**src/rtl/core/query_string_percent_decoder_assert.svh**
```systemverilog
// ---------------------------------------------------------------------------
// query_string_percent_decoder_assert.svh
// Assertion macros for the query string decoder. Empty in synthesis.
// ---------------------------------------------------------------------------
`ifndef QUERY_STRING_PERCENT_DECODER_ASSERT_SVH
`define QUERY_STRING_PERCENT_DECODER_ASSERT_SVH

`ifndef SYNTHESIS

// same-cycle implication
`define QSPD_ASSERT_IMPL(lbl, clk, rst, ante, cons, msg) \
  lbl: assert property (@(posedge clk) disable iff (rst) (ante) |-> (cons)) \
    else $error(msg);

// next-cycle implication
`define QSPD_ASSERT_NEXT(lbl, clk, rst, ante, cons, msg) \
  lbl: assert property (@(posedge clk) disable iff (rst) (ante) |=> (cons)) \
    else $error(msg);

`else

`define QSPD_ASSERT_IMPL(lbl, clk, rst, ante, cons, msg)

`define QSPD_ASSERT_NEXT(lbl, clk, rst, ante, cons, msg)

`endif

`endif

```
**src/rtl/core/qspd_pkg.sv**
```systemverilog
// ---------------------------------------------------------------------------
// qspd_pkg
// Types, character codes and escape conversion for the query string decoder.
// ---------------------------------------------------------------------------
`default_nettype none

package qspd_pkg;

  typedef enum logic [1:0] {
    KIND_KEY   = 2'd0,
    KIND_VALUE = 2'd1,
    KIND_END   = 2'd2
  } kind_t;

  typedef enum logic [1:0] {
    ESC_NONE = 2'd0,  // no escape open
    ESC_PCT  = 2'd1,  // '%' seen
    ESC_HELD = 2'd2   // first escape char held
  } esc_t;

  localparam logic [7:0] CHAR_PCT   = 8'h25;
  localparam logic [7:0] CHAR_AMP   = 8'h26;
  localparam logic [7:0] CHAR_EQ    = 8'h3D;
  localparam logic [7:0] CHAR_PLUS  = 8'h2B;
  localparam logic [7:0] CHAR_MINUS = 8'h2D;
  localparam logic [7:0] CHAR_SPACE = 8'h20;
  localparam logic [7:0] CHAR_TAB   = 8'h09;
  localparam logic [7:0] CHAR_LF    = 8'h0A;
  localparam logic [7:0] CHAR_CR    = 8'h0D;
  localparam logic [7:0] CHAR_NUL   = 8'h00;

  localparam int QUEUE_DEPTH = 3;

  typedef struct packed {
    kind_t      kind;
    logic [7:0] data;
    logic       key_bad;
    logic       value_bad;
    logic       no_equals;
    logic       query_done;
    logic       run_last;
  } res_t;

  // {valid, digit}
  function automatic logic [4:0] hex_val(input logic [7:0] c);
    logic [4:0] r;
    r = 5'd0;
    if (c >= 8'h30 && c <= 8'h39) begin
      r = {1'b1, 4'(c - 8'h30)};
    end else if (c >= 8'h61 && c <= 8'h66) begin
      r = {1'b1, 4'(c - 8'h57)};
    end else if (c >= 8'h41 && c <= 8'h46) begin
      r = {1'b1, 4'(c - 8'h37)};
    end
    return r;
  endfunction

  // two-char base-16 conversion with whitespace, sign and stop rules
  function automatic logic [7:0] decode_pair(input logic [7:0] a, input logic [7:0] b);
    logic [4:0] ha;
    logic [4:0] hb;
    logic       is_ws;
    logic [7:0] r;
    ha    = hex_val(a);
    hb    = hex_val(b);
    is_ws = (a == CHAR_SPACE) || (a == CHAR_TAB) || (a >= CHAR_LF && a <= CHAR_CR);
    r     = 8'd0;
    if (a == CHAR_NUL) begin
      r = 8'd0;
    end else if (is_ws || a == CHAR_PLUS) begin
      r = hb[4] ? {4'h0, hb[3:0]} : 8'd0;
    end else if (a == CHAR_MINUS) begin
      r = hb[4] ? 8'(8'd0 - {4'h0, hb[3:0]}) : 8'd0;
    end else if (ha[4]) begin
      r = hb[4] ? {ha[3:0], hb[3:0]} : {4'h0, ha[3:0]};
    end
    return r;
  endfunction

  // end-of-pair word from the pair state
  function automatic res_t end_word(input logic in_value, input logic esc_open,
                                    input logic key_err);
    res_t r;
    r.kind       = KIND_END;
    r.data       = 8'd0;
    r.key_bad    = in_value ? key_err : esc_open;
    r.value_bad  = esc_open;
    r.no_equals  = !in_value;
    r.query_done = 1'b0;
    r.run_last   = 1'b0;
    return r;
  endfunction

  function automatic res_t data_word(input kind_t k, input logic [7:0] d);
    res_t r;
    r.kind       = k;
    r.data       = d;
    r.key_bad    = 1'b0;
    r.value_bad  = 1'b0;
    r.no_equals  = 1'b0;
    r.query_done = 1'b0;
    r.run_last   = 1'b0;
    return r;
  endfunction

endpackage

`default_nettype wire

```
**src/rtl/core/query_string_percent_decoder.sv**
```systemverilog
// ---------------------------------------------------------------------------
// query_string_percent_decoder
// Splits a query string into key/value pairs and percent-decodes them.
// ---------------------------------------------------------------------------
// Takes one raw byte per cycle on the slave stream (tlast marks the final
// byte of a query) and emits decoded words on the master stream: key bytes,
// value bytes and one end-of-pair word per pair carrying key_bad, value_bad
// and no_equals. '&' ends a pair, the first '=' in a pair ends the key, and
// '%' opens a two-char escape converted with C base-16 rules (whitespace,
// sign, stop at first non-hex char). A leading '&' is skipped; a trailing '&'
// adds an empty pair. tlast on the master side marks the last word caused by
// one input byte. Throughput: one byte per cycle while s_tready is high; the
// output words are registered. A byte causes zero, one or two words; the
// decode and state update run in one combinational pass into a three-word
// output queue, and the master port drains one word per cycle while m_tready
// is high, so a stream with many two-word bytes (a final data byte, a final
// '&') is paced by that port. The slave side stays ready while the queue
// holds at most one word, so once two words wait on a stalled master side
// intake stops until a word drains. No clearing pass.
`default_nettype none

`include "query_string_percent_decoder_assert.svh"

module query_string_percent_decoder (
  input  wire logic        clk,
  input  wire logic        rst,
  // input stream
  input  wire logic        s_tvalid,
  output      logic        s_tready,
  input  wire logic [7:0]  s_tdata,   // [7:0] in_byte
  input  wire logic        s_tlast,   // final_byte
  // output stream
  output      logic        m_tvalid,
  input  wire logic        m_tready,
  output      logic [15:0] m_tdata,   // [7:0] data_byte, [8] key_bad,
                                      // [9] value_bad, [10] no_equals,
                                      // [11] query_done, [15:12] zero
  output      logic [1:0]  m_tuser,   // [1:0] kind
  output      logic        m_tlast    // run_last
);

  // pair state
  logic                in_value_part, in_value_part_next;
  logic                at_query_start, at_query_start_next;
  qspd_pkg::esc_t      escape_count, escape_count_next;
  logic [7:0]          held_hex_char, held_hex_char_next;
  logic                key_error, key_error_next;

  // output queue, head at entry 0
  qspd_pkg::res_t      q [qspd_pkg::QUEUE_DEPTH];
  qspd_pkg::res_t      q_next [qspd_pkg::QUEUE_DEPTH];
  logic [1:0]          q_cnt, q_cnt_next;

  logic                s_acc;
  logic                pop;
  logic [1:0]          base;
  logic [1:0]          n_res;
  qspd_pkg::res_t      res0, res1;

  // step results before run_last / query_done marking
  logic [1:0]          n_raw;
  qspd_pkg::res_t      raw0, raw1;

  // state after the byte, before the final-byte end of pair
  logic                ivp_upd;
  qspd_pkg::esc_t      esc_upd;
  logic [7:0]          held_upd;
  logic                kerr_upd;
  qspd_pkg::kind_t     data_kind;

  assign s_tready = (q_cnt <= 2'd1);
  assign s_acc    = s_tvalid && s_tready;
  assign m_tvalid = (q_cnt != 2'd0);
  assign pop      = m_tvalid && m_tready;

  assign m_tuser = q[0].kind;
  assign m_tdata = {4'h0, q[0].query_done, q[0].no_equals, q[0].value_bad,
                    q[0].key_bad, q[0].data};
  assign m_tlast = q[0].run_last;

  // one byte: classify, produce up to two words, update the pair state
  always_comb begin
    n_raw     = 2'd0;
    raw0      = qspd_pkg::end_word(1'b0, 1'b0, 1'b0);
    raw1      = qspd_pkg::end_word(1'b0, 1'b0, 1'b0);
    ivp_upd   = in_value_part;
    esc_upd   = escape_count;
    held_upd  = held_hex_char;
    kerr_upd  = key_error;
    data_kind = in_value_part ? qspd_pkg::KIND_VALUE : qspd_pkg::KIND_KEY;

    if (at_query_start && s_tdata == qspd_pkg::CHAR_AMP) begin
      // leading '&' skipped; a lone final '&' still closes one empty pair
      if (s_tlast) begin
        n_raw = 2'd1;
      end
    end else if (s_tdata == qspd_pkg::CHAR_AMP) begin
      raw0     = qspd_pkg::end_word(in_value_part, escape_count != qspd_pkg::ESC_NONE,
                                    key_error);
      n_raw    = s_tlast ? 2'd2 : 2'd1;   // trailing '&' adds an empty pair
      ivp_upd  = 1'b0;
      esc_upd  = qspd_pkg::ESC_NONE;
      held_upd = 8'd0;
      kerr_upd = 1'b0;
    end else begin
      if (!in_value_part && s_tdata == qspd_pkg::CHAR_EQ) begin
        kerr_upd = (escape_count != qspd_pkg::ESC_NONE);
        ivp_upd  = 1'b1;
        esc_upd  = qspd_pkg::ESC_NONE;
        held_upd = 8'd0;
      end else if (escape_count == qspd_pkg::ESC_PCT) begin
        held_upd = s_tdata;
        esc_upd  = qspd_pkg::ESC_HELD;
      end else if (escape_count == qspd_pkg::ESC_HELD) begin
        raw0     = qspd_pkg::data_word(data_kind,
                                       qspd_pkg::decode_pair(held_hex_char, s_tdata));
        n_raw    = 2'd1;
        esc_upd  = qspd_pkg::ESC_NONE;
        held_upd = 8'd0;
      end else if (s_tdata == qspd_pkg::CHAR_PCT) begin
        esc_upd = qspd_pkg::ESC_PCT;
      end else begin
        raw0  = qspd_pkg::data_word(data_kind, s_tdata);
        n_raw = 2'd1;
      end

      if (s_tlast) begin
        if (n_raw == 2'd0) begin
          raw0  = qspd_pkg::end_word(ivp_upd, esc_upd != qspd_pkg::ESC_NONE, kerr_upd);
          n_raw = 2'd1;
        end else begin
          raw1  = qspd_pkg::end_word(ivp_upd, esc_upd != qspd_pkg::ESC_NONE, kerr_upd);
          n_raw = 2'd2;
        end
      end
    end

    // tag the last word of this byte
    res0  = raw0;
    res1  = raw1;
    n_res = n_raw;
    if (n_raw == 2'd1) begin
      res0.run_last   = 1'b1;
      res0.query_done = s_tlast;
    end else if (n_raw == 2'd2) begin
      res1.run_last   = 1'b1;
      res1.query_done = s_tlast;
    end

    // next pair state
    in_value_part_next  = in_value_part;
    at_query_start_next = at_query_start;
    escape_count_next   = escape_count;
    held_hex_char_next  = held_hex_char;
    key_error_next      = key_error;
    if (s_acc) begin
      if (s_tlast) begin
        in_value_part_next  = 1'b0;
        at_query_start_next = 1'b1;
        escape_count_next   = qspd_pkg::ESC_NONE;
        held_hex_char_next  = 8'd0;
        key_error_next      = 1'b0;
      end else begin
        in_value_part_next  = ivp_upd;
        at_query_start_next = 1'b0;
        escape_count_next   = esc_upd;
        held_hex_char_next  = held_upd;
        key_error_next      = kerr_upd;
      end
    end
  end

  // queue: shift out on pop, append at the first free slot
  always_comb begin
    q_next[0] = pop ? q[1] : q[0];
    q_next[1] = pop ? q[2] : q[1];
    q_next[2] = q[2];
    base      = q_cnt - {1'b0, pop};
    q_cnt_next = base;
    if (s_acc) begin
      if (n_res != 2'd0) begin
        q_next[base] = res0;
      end
      if (n_res == 2'd2) begin
        q_next[2'(base + 2'd1)] = res1;
      end
      q_cnt_next = 2'(base + n_res);
    end
  end

  always_ff @(posedge clk) begin
    if (rst) begin
      in_value_part  <= 1'b0;
      at_query_start <= 1'b1;
      escape_count   <= qspd_pkg::ESC_NONE;
      held_hex_char  <= 8'd0;
      key_error      <= 1'b0;
      q_cnt          <= 2'd0;
    end else begin
      in_value_part  <= in_value_part_next;
      at_query_start <= at_query_start_next;
      escape_count   <= escape_count_next;
      held_hex_char  <= held_hex_char_next;
      key_error      <= key_error_next;
      q_cnt          <= q_cnt_next;
    end
  end

  always_ff @(posedge clk) begin
    q <= q_next;
  end

  // checks
  `QSPD_ASSERT_NEXT(a_final_restarts, clk, rst, s_acc && s_tlast,
    at_query_start && !in_value_part && escape_count == qspd_pkg::ESC_NONE,
    "final byte did not reset pair state")
  `QSPD_ASSERT_IMPL(a_esc_mid_query, clk, rst, escape_count != qspd_pkg::ESC_NONE,
    !at_query_start, "escape open at query start")
  `QSPD_ASSERT_IMPL(a_end_no_data, clk, rst, m_tvalid && m_tuser == qspd_pkg::KIND_END,
    m_tdata[7:0] == 8'd0, "end-of-pair word carries data")
  `QSPD_ASSERT_IMPL(a_data_no_flags, clk, rst, m_tvalid && m_tuser != qspd_pkg::KIND_END,
    m_tdata[10:8] == 3'd0, "data word carries pair flags")

endmodule

`default_nettype wire

```
**config.mk**
```make
export PLATFORM = sky130hd
export DESIGN_NAME = query_string_percent_decoder
export DESIGN_NICKNAME = d
export VERILOG_FILES = /design/src/rtl/core/qspd_pkg.sv /design/src/rtl/core/query_string_percent_decoder.sv
export VERILOG_INCLUDE_DIRS = /design/src /design/src/rtl/core
export SDC_FILE = /design/constraint.sdc
export NUM_CORES = 1
export LEC_CHECK = 0
export BUFFER_PORTS_ARGS = -buffer_cell sky130_fd_sc_hd__buf_2
export CORE_MARGIN = 2
export CORE_UTILIZATION = 55
export CTS_CLUSTER_SIZE = 12
export DETAILED_ROUTE_END_ITERATION = 12
export MAX_ROUTING_LAYER = met4
export PLACE_DENSITY = 0.77
export SYNTH_ARGS = -nofsm -noshare
export SYNTH_HDL_FRONTEND = slang
export SYNTH_SLANG_ARGS = --single-unit
```
**constraint.sdc**
```tcl
create_clock -name clk -period 3.4 [get_ports clk]
set_input_delay 0.51 -clock clk [delete_from_list [all_inputs] [get_ports clk]]
set_output_delay 0.51 -clock clk [all_outputs]
set_load 0.005 [all_outputs]
```
==> out/qor.yml, run 1 <==
outcome: "complete, no violations"
drc: 0
clkLatencyLatePin_ns: 0.35
power_mw: 3.46
num_rows: 32
placed_area_um2: 4480
preCtsSetupSlack_ns: 0.0597
clkTransAtPathRegs_ns: 0.07
cts.sink_count: 60
firstDrtPassIters: 5
period_needed_ns: 3.03
multi_input_area_um2: 2580
synth_cells: 520
yosysTopAreaCell: "dfxtp_1"
post_cts_buffers: 0
synth_warnings: 0
ys_types: 81
grt_pass1_wl_mm: 19.4
area_delta_synth_final_pct: 9.95
seqCellArea_um2: 1350
synthFlopType: "dfxtp_1"
rr_startpoint: "q_cnt[1]"
hold_path.startpoint: "s_tdata[6]"
cts_hold_buf: 0
cts_resized: 0
min_path_type: "primary input to register"
avgRoutedWirePerCell_um: 17.8
io_buffers: 29
htreeDepth: 3
critPathCaptureType: "register"
seq_area_frac_synth: 0.318
antenna_cells: 0
fill_cells: 695
cellPowerDensity_nw_per_um2: 740
drive_above_1_share: 0.179
cts_root_buffer: "clkbuf_8"
max-vdd-ir-drop_mv: 0.255
async_reset_ff_frac: 0
io_pins: 34
grt_pass1_vias: 3949
wl_mm: 11.6
antenna_found_initial: 0
start_util: 0.559
post-route-period-util: 0.891
final_nets: 568
crit_start: "s_tdata[1]"
slew_viol_final: 0
clockBufferDepth: 2
worstPathMaxFanout: 6
grt_setup_unrepaired: "false"
gr-total-overflow: 0
setup_tns_ns: 0
syn_area_per_cell_um2: 8.17
cts_tree: "built"
fmax_mhz: 330
vias: 4150
grt_max_degree: 21
tightestPinTransition_ns: 0.828
cp.arrival_ns: 3.11
first_iter_violations: 300
critPathKind: "primary input to register"
start_kind: "primary input"
core_um2: 7610
die_w_um: 91.9
yosys-top-cells-area: "dfxtp_1 (21%), edfxtp_1 (11%), mux2i_1 (5.4%), nand2_1 (4.7%), nor2_1 (4.5%)"
stdcell_count: 651
whs_ns: 0.472
dp_hpwl_mm: 8.62
timing.final.ws_setup_ns: 0.369
die_h_um: 91.9
design_area_um2: 4670
clock-skew-final_ns: 0.00785
slew_headroom: 0.444
synth-seq-cells: 60
max_cap_violations: 0
post-route-util: 0.614
dp_cells: 635
die_area_um2: 8440
cts_buffers: 9
via_per_inst: 6.37
syn_area_um2: 4250
yosys.area.top_type_share: 0.212
setup_viol: 0
p_leak_nw: 1.84
drt.antenna.violating_nets: 0
grt_util_all_layers: 0.293
hold_viol: 0
synth_edf_count: 15
routabilityCongestion: 0.930
cp_data_required_time_ns: 3.48
==> synthesized netlist by cell type (all sizes together) (4+ instances only) <==
cell type / n
nand2: 53
nor2: 51
dfxtp: 45
a21oi: 35
buf: 30
nand3: 25
o21ai: 25
mux2i: 23
o22ai: 21
inv: 17
clkbuf: 16
edfxtp: 15
nor3: 15
ha: 11
nand2b: 10
a211oi: 9
nand4: 8
o211ai: 8
nor4: 7
a21o: 5
a31oi: 5
a21boi: 4
a22oi: 4
o2bb2ai: 4
==> path summary, 6_finish.rpt <==
path,end,slack [ns],depth (start not counted)
setup / recovery,q[7],0.37,13
hold / removal,held_hex_char[6],0.47,3
setup reg to reg,q[29],0.50,11
hold reg to reg,key_error,0.49,2
==> routing by layer <==
layer | track usage | part of all wire | wire length [um] | vias to the layer above
li1 | - | - | - | 1975
met1 | 0.396 | 0.43 | 5000 | 1961
met2 | 0.458 | 0.48 | 5500 | 193
met3 | 0.0551 | 0.079 | 917 | 21
met4 | 0.0734 | 0.012 | 139 | 0
met5 | - | 0 | 0 | -
==> cell usage in the layout, fill, tap and decap left out, types with 4 or more instances in the layout <==
master / n
nand2_1: 53
nor2_1: 51
dfxtp_1: 45
a21oi_1: 33
buf_2: 29
buf_4: 26
nand3_1: 25
mux2i_1: 23
o21ai_0: 22
inv_1: 17
o22ai_1: 17
edfxtp_1: 15
nor3_1: 14
ha_1: 11
nand2b_1: 10
clkbuf_8: 10
nand4_1: 8
o211ai_1: 8
a211oi_1: 8
a21o_1: 5
nor4_1: 5
a31oi_1: 5
o22ai_2: 4
o2bb2ai_1: 4
conb_1: 4
==> power by group <==
group / total (mW) / internal, mW / switching, mW
Sequential: 1.24 / 1.08 / 0.155
Combinational: 1.59 / 0.700 / 0.890
Clock: 0.629 / 0.326 / 0.303
Total: 3.46 / 2.11 / 1.35
==> final cells by class <==
class	count	share of cell area
clock buffer	12	0.0356
clock inverter	4	0.00455
tap	102	0.0273
multi-input combinational	399	0.552
timing repair buffer	56	0.0771
inverter	18	0.0145
sequential	60	0.289
==> logic make-up after synthesis <==
logic type                 synth area share
AOI/OAI and AO/OA                     0.259
xor gates and xnor gates            0.00825
adders and majority gates            0.0324
buffers and inverters                0.0780
DFF                                   0.318
muxes                                0.0542
other                              0.000883
and+or+nand+nor                       0.249
==> registers in the layout, summed over array words and instances, names as in the netlist <==
| signal | flops |
|---|---|
| held_hex_char | 8 |
| m_tdata | 12 |
| in_value_part | 1 |
| escape_count | 2 |
| q | 30 |
| key_error | 1 |
| at_query_start | 1 |
| m_tlast | 1 |
| q_cnt | 2 |
| m_tuser | 2 |
==> critical path, stage by stage <==
cell	delay, ns
buf_2	0.10
inv_1	0.07
ha_1	0.16
or3b_2	0.47
o21ai_0	0.22
a22oi_1	0.16
ha_1	0.37
a211o_1	0.31
nand2_1	0.19
nand2_1	0.17
buf_4	0.19
nand3_1	0.08
o21ai_0	0.08
No activity file was read; power rests on OpenSTA's default activity.
==> run 2: changes to the inputs <==
--- a/config.mk
+++ b/config.mk
@@ -7,7 +7,8 @@
 export NUM_CORES = 1
 export LEC_CHECK = 0
 export BUFFER_PORTS_ARGS = -buffer_cell sky130_fd_sc_hd__buf_2
-export CORE_MARGIN = 2
+export CAP_MARGIN = 15
+export CORE_MARGIN = 8
 export CORE_UTILIZATION = 55
 export CTS_CLUSTER_SIZE = 12
 export DETAILED_ROUTE_END_ITERATION = 12
==> constraint.sdc (replaced) <==
create_clock -name clk -period 3.4 [get_ports clk]
set_input_delay 0.51 -clock clk [delete_from_list [all_inputs] [get_ports clk]]
set_output_delay 0.51 -clock clk [all_outputs]
set_load 0.01 [all_outputs]
==> out/qor.yml, run 2 (same netlist as run 1, synthesis figures left out) <==
die_area_um2: 10800  # +28%
wl_mm: 11.7  # +1.2%
firstDrtPassIters: 5  # unchanged
die_w_um: 104  # +13%
grt_pass1_wl_mm: 19.5  # +0.75%
p_leak_nw: 1.85  # +0.20%
cts.sink_count: 60  # unchanged
cp_data_required_time_ns: 3.49  # about the same
grt_max_degree: 21  # unchanged
area_delta_synth_final_pct: 10.4
clkLatencyLatePin_ns: 0.35  # about the same
drc: 0  # unchanged
antenna_cells: 0  # unchanged
antenna_found_initial: 0  # unchanged
die_h_um: 104  # +13%
fmax_mhz: 322  # -2.3%
period_needed_ns: 3.10  # +0.0720 ns
grt_setup_unrepaired: "false"
preCtsSetupSlack_ns: -0.00110  # -0.0608 ns
final_common_cell: "nand2_1"
outcome: "complete, no violations"
num_rows: 32  # unchanged
gr-total-overflow: 0  # unchanged
min_path_type: "primary input to register"
cts_tree: "built"
cp_cell_sequence: "buf_2 > inv_1 > ha_1 > or3b_2 > o21ai_0 > a22oi_1 > ha_1 > a211o_1 > nand2_1 > a21oi_1 > a211oi_1 > a21oi_1"
htreeDepth: 3  # unchanged
largest_register_ffs: 30  # unchanged
slew_headroom: 0.474  # +0.0304
r2r_cells: 9  # -2
cts_hold_buf: 0  # unchanged
final_cell_mix: "nand2_1 (53), nor2_1 (51), dfxtp_1 (45)"
drt.antenna.violating_nets: 0  # unchanged
vias: 4106  # -1.1%
max_cap_violations: 0  # unchanged
cts_resized: 0  # unchanged
cts_buffers: 9  # unchanged
fill_cells: 709  # +2.0%
slowest_delay_ns: 0.46  # about the same
tightestPinTransition_ns: 0.779  # -0.0494 ns
start_util: 0.559  # unchanged
post-route-period-util: 0.913  # +0.0212
max-vdd-ir-drop_mv: 0.334  # +31%
design_area_um2: 4690  # +0.40%
io_pins: 34  # unchanged
post_cts_buffers: 0  # unchanged
routabilityCongestion: 0.939  # +1.0%
grt_util_all_layers: 0.222  # -0.0707
crit_family: "compound AO/OA/AOI/OAI gates"
clkTransAtPathRegs_ns: 0.07  # about the same
worstPathMaxFanout: 6  # unchanged
critPathKind: "primary input to register"
critPathSlowestCell: "or3b_2"
top_register: "q"
cellPowerDensity_nw_per_um2: 750  # +1.4%
multi_input_area_um2: 2580  # unchanged
cp.depth: 12  # -1
core_um2: 7610  # unchanged
first_iter_violations: 302  # +0.67%
slew_viol_final: 0  # unchanged
grt_pass1_vias: 3956  # +0.18%
critPathCaptureType: "register"
timing.final.ws_setup_ns: 0.297  # -0.0720 ns
hold_viol: 0  # unchanged
start_kind: "primary input"
io_buffers: 29  # unchanged
cts_root_buffer: "clkbuf_8"
cp.arrival_ns: 3.20  # +0.09 ns
drive_above_1_share: 0.181  # +0.00298
clockBufferDepth: 2  # unchanged
dp_hpwl_mm: 8.88  # +3.0%
via_per_inst: 6.29  # -1.4%
avgRoutedWirePerCell_um: 17.9  # +0.86%
clock-skew-final_ns: 0.00613  # -0.00172 ns
hold_path_depth: 3  # unchanged
setup_tns_ns: 0  # unchanged
post-route-util: 0.617  # +0.00247
placed_area_um2: 4500  # +0.33%
seqCellArea_um2: 1350  # unchanged
setup_viol: 0  # unchanged
worst-path-buf-inv: 2  # -1
final_nets: 570  # +0.35%
[run 2: layout make-up]
type	instances	area share
multi-input cells	399	0.549
flip-flops and latches	60	0.288
repair buffers	58	0.0800
clock buffers	10	0.0272
well taps	102	0.0272
inverters	18	0.0144
clock inverters	6	0.0136
[run 2: worst paths after layout]
path | start | end | slack (ns)
max | s_tdata[1] | q[8] | 0.30
min reg2reg | key_error | key_error | 0.48
max reg2reg | escape_count[1] | q[8] | 0.57
min | s_tdata[7] | held_hex_char[7] | 0.47
[run 2: layer usage]
| layer | track usage | part of all wire | wire [um] | vias up |
|---|---|---|---|---|
| li1 | - | - | - | 1980 |
| met1 | 0.276 | 0.46 | 5340 | 1947 |
| met2 | 0.354 | 0.47 | 5520 | 162 |
| met3 | 0.0502 | 0.059 | 694 | 17 |
| met4 | 0.0651 | 0.012 | 144 | 0 |
| met5 | - | 0 | 0 | - |
[run 2: worst register-to-register path, delay by kind of cell, from the launching register on]
kind	cells	cell delay, ns
flops	1	0.43
fa+ha+maj	1	0.39
simple gates	2	0.65
compound gates	6	1.11
[run 2: power breakdown]
group          total, mW  switching [mW]  leakage (nW)  internal (mW)
clock network      0.649           0.311        0.0927          0.338
registers           1.23           0.151         0.519           1.08
logic               1.63           0.938          1.23          0.696
[run 2: stage by stage]
step / cells / hold slack [ns] / total power, mW
floorplan: 523 / 0.438 / 2.45
global placement: 637 / 0.458 / 2.79
detailed placement: 637 / 0.472 / 2.86
CTS: 653 / 0.457 / 3.51
global route: 653 / 0.462 / 3.77
finish: 653 / 0.466 / 3.52
==> run 3: changes to the inputs <==
--- a/config.mk
+++ b/config.mk
@@ -9,11 +9,11 @@
 export BUFFER_PORTS_ARGS = -buffer_cell sky130_fd_sc_hd__buf_2
 export CAP_MARGIN = 15
 export CORE_MARGIN = 8
-export CORE_UTILIZATION = 55
+export CORE_UTILIZATION = 57
 export CTS_CLUSTER_SIZE = 12
 export DETAILED_ROUTE_END_ITERATION = 12
 export MAX_ROUTING_LAYER = met4
-export PLACE_DENSITY = 0.77
+export PLACE_DENSITY = 0.76
 export SYNTH_ARGS = -nofsm -noshare
 export SYNTH_HDL_FRONTEND = slang
 export SYNTH_SLANG_ARGS = --single-unit
==> constraint.sdc (replaced) <==
create_clock -name clk -period 3.2 [get_ports clk]
set_input_delay 0.48 -clock clk [delete_from_list [all_inputs] [get_ports clk]]
set_output_delay 0.48 -clock clk [all_outputs]
set_load 0.01 [all_outputs]
==> out/qor.yml, run 3 (same netlist as run 1, synthesis figures left out) <==
clkTransAtPathRegs_ns: 0.08  # about the same
clkPwrFrac: 0.220  # +0.035
routabilityCongestion: 0.922  # -1.9%
first_iter_violations: 362  # +20%
num_rows: 31  # -3.1%
period_needed_ns: 2.94
critPathSlowestCell: "or4_1"
io_pins: 34  # unchanged
switching_share: 0.379  # -0.0193
htreeDepth: 3  # unchanged
critPathKind: "primary input to register"
drive_above_1_share: 0.199  # +0.0174
drc: 0  # unchanged
placed_area_um2: 4560  # +1.4%
cts_root_buffer: "clkbuf_8"
setup_viol: 0  # unchanged
start_kind: "primary input"
hold_viol: 0  # unchanged
crit_top_cell: "ha_1"
antenna_cells: 0  # unchanged
dp_hpwl_mm: 8.65  # -2.6%
design_area_um2: 4810  # +2.6%
p_leak_nw: 1.92  # +3.8%
wl_mm: 11.7  # -0.11%
cts_resized: 0  # unchanged
cts_buffers: 9  # unchanged
cellPowerDensity_nw_per_um2: 817  # +9.0%
grt_pass1_wl_mm: 19.5  # -0.35%
grt_util_all_layers: 0.240  # +0.0180
tightestPinTransition_ns: 0.794  # +0.0159 ns
largest_register_ffs: 30  # unchanged
cts_hold_buf: 0  # unchanged
antenna_found_initial: 0  # unchanged
post_cts_buffers: 0  # unchanged
slew_viol_final: 0  # unchanged
outcome: "complete, no violations"
cp_cell_sequence: "buf_2 > inv_1 > ha_1 > or3b_2 > o21ai_1 > a22oi_1 > ha_1 > a211oi_2 > or4_1 > buf_4 > nand3_1 > o21ai_0"
die_h_um: 102  # -1.5%
vias: 4170  # +1.6%
firstDrtPassIters: 4  # -1
min_path_type: "primary input to register"
max-vdd-ir-drop_mv: 0.385  # +15%
intPower_mw: 2.44  # +15%
power_mw: 3.93  # +12%
top_register: "q"
combinationalPowerShare: 0.447  # -0.018
cp_data_required_time_ns: 3.28  # -0.21 ns
avgRoutedWirePerCell_um: 17.8  # -0.72%
critPathCaptureType: "register"
final_nets: 577  # +1.2%
cp.arrival_ns: 3.02  # -0.18 ns
worstPathMaxFanout: 6  # unchanged
die_w_um: 102  # -1.5%
fmax_mhz: 340
final_cell_mix: "nand2_1 (52), nor2_1 (51), dfxtp_1 (45)"
clkLatencyLatePin_ns: 0.35  # about the same
final_common_cell: "nand2_1"
gr-total-overflow: 0  # unchanged
area_delta_synth_final_pct: 13.3
max_cap_violations: 0  # unchanged
cts_tree: "built"
die_area_um2: 10500  # -3.0%
grt_setup_unrepaired: "false"
grt_pass1_vias: 4005  # +1.2%
power_frac_seq: 0.333  # -0.018
clockBufferDepth: 2  # unchanged
slowest_delay_ns: 0.56  # +0.10 ns
grt_max_degree: 21  # unchanged
clock-skew-final_ns: 0.0126  # +0.00650 ns
slew_headroom: 0.465  # -0.00866
drt.antenna.violating_nets: 0  # unchanged
p_sw_mw: 1.49  # +6.4%
via_per_inst: 6.35  # +0.94%
start_util: 0.586  # +0.0273
post-route-period-util: 0.918
core_um2: 7250  # -4.7%
io_buffers: 29  # unchanged
cts.sink_count: 60  # unchanged
run 3: power groups by stage:
stage                     clock network [mW]  registers, mW  logic (mW)
after floorplan                            0           1.28        1.35
after global placement                     0           1.31        1.68
after detailed placement                   0           1.32        1.74
after CTS                              0.869           1.31        1.75
after global routing                   0.903           1.34        1.93
final                                  0.867           1.31        1.76
run 3: worst max-delay path, delay by kind of cell:
| kind | cells | cell delay (ns) |
|---|---|---|
| fa+ha+maj | 2 | 0.55 |
| compound gates | 4 | 0.47 |
| buf+inv | 3 | 0.39 |
| simple gates | 3 | 1.12 |
run 3: stage by stage:
stage	setup WS, ns	utilization	std cells	hold WS (ns)	TNS, ns
after floorplan	0.0512	-	523	0.438	0
after global placement	0.00900	0.629	641	0.460	0
after detailed placement	-0.0693	0.629	641	0.468	-0.360
after CTS	0.305	0.663	657	0.430	0
after global routing	0.102	0.663	657	0.467	0
final	0.262	0.663	657	0.438	0
run 3: worst paths after layout:
path | slack [ns] | cells after the start | endpoint | from
worst max-delay path | 0.26 | 12 | q[9] | s_tdata[1]
worst min-delay path | 0.44 | 3 | held_hex_char[7] | s_tdata[7]
worst max register to register | 0.45 | 9 | q[9] | escape_count[1]
worst min register to register | 0.48 | 2 | key_error | key_error
run 3: layout make-up:
type                       count  area, um^2
inverter                      18        67.6
clock inverter                 6         111
timing repair buffer          65         428
tap                           99         124
multi-input combinational    399        2590
fill                         637        2440
clock buffer                  10         138
sequential                    60        1350
run 3: per-layer routing:
metal | GRT usage | share of wire | vias up
li1 | - | - | 1991
met1 | 0.314 | 0.45 | 1979
met2 | 0.376 | 0.46 | 182
met3 | 0.0279 | 0.074 | 18
met4 | 0.0790 | 0.013 | 0
met5 | - | 0 | -
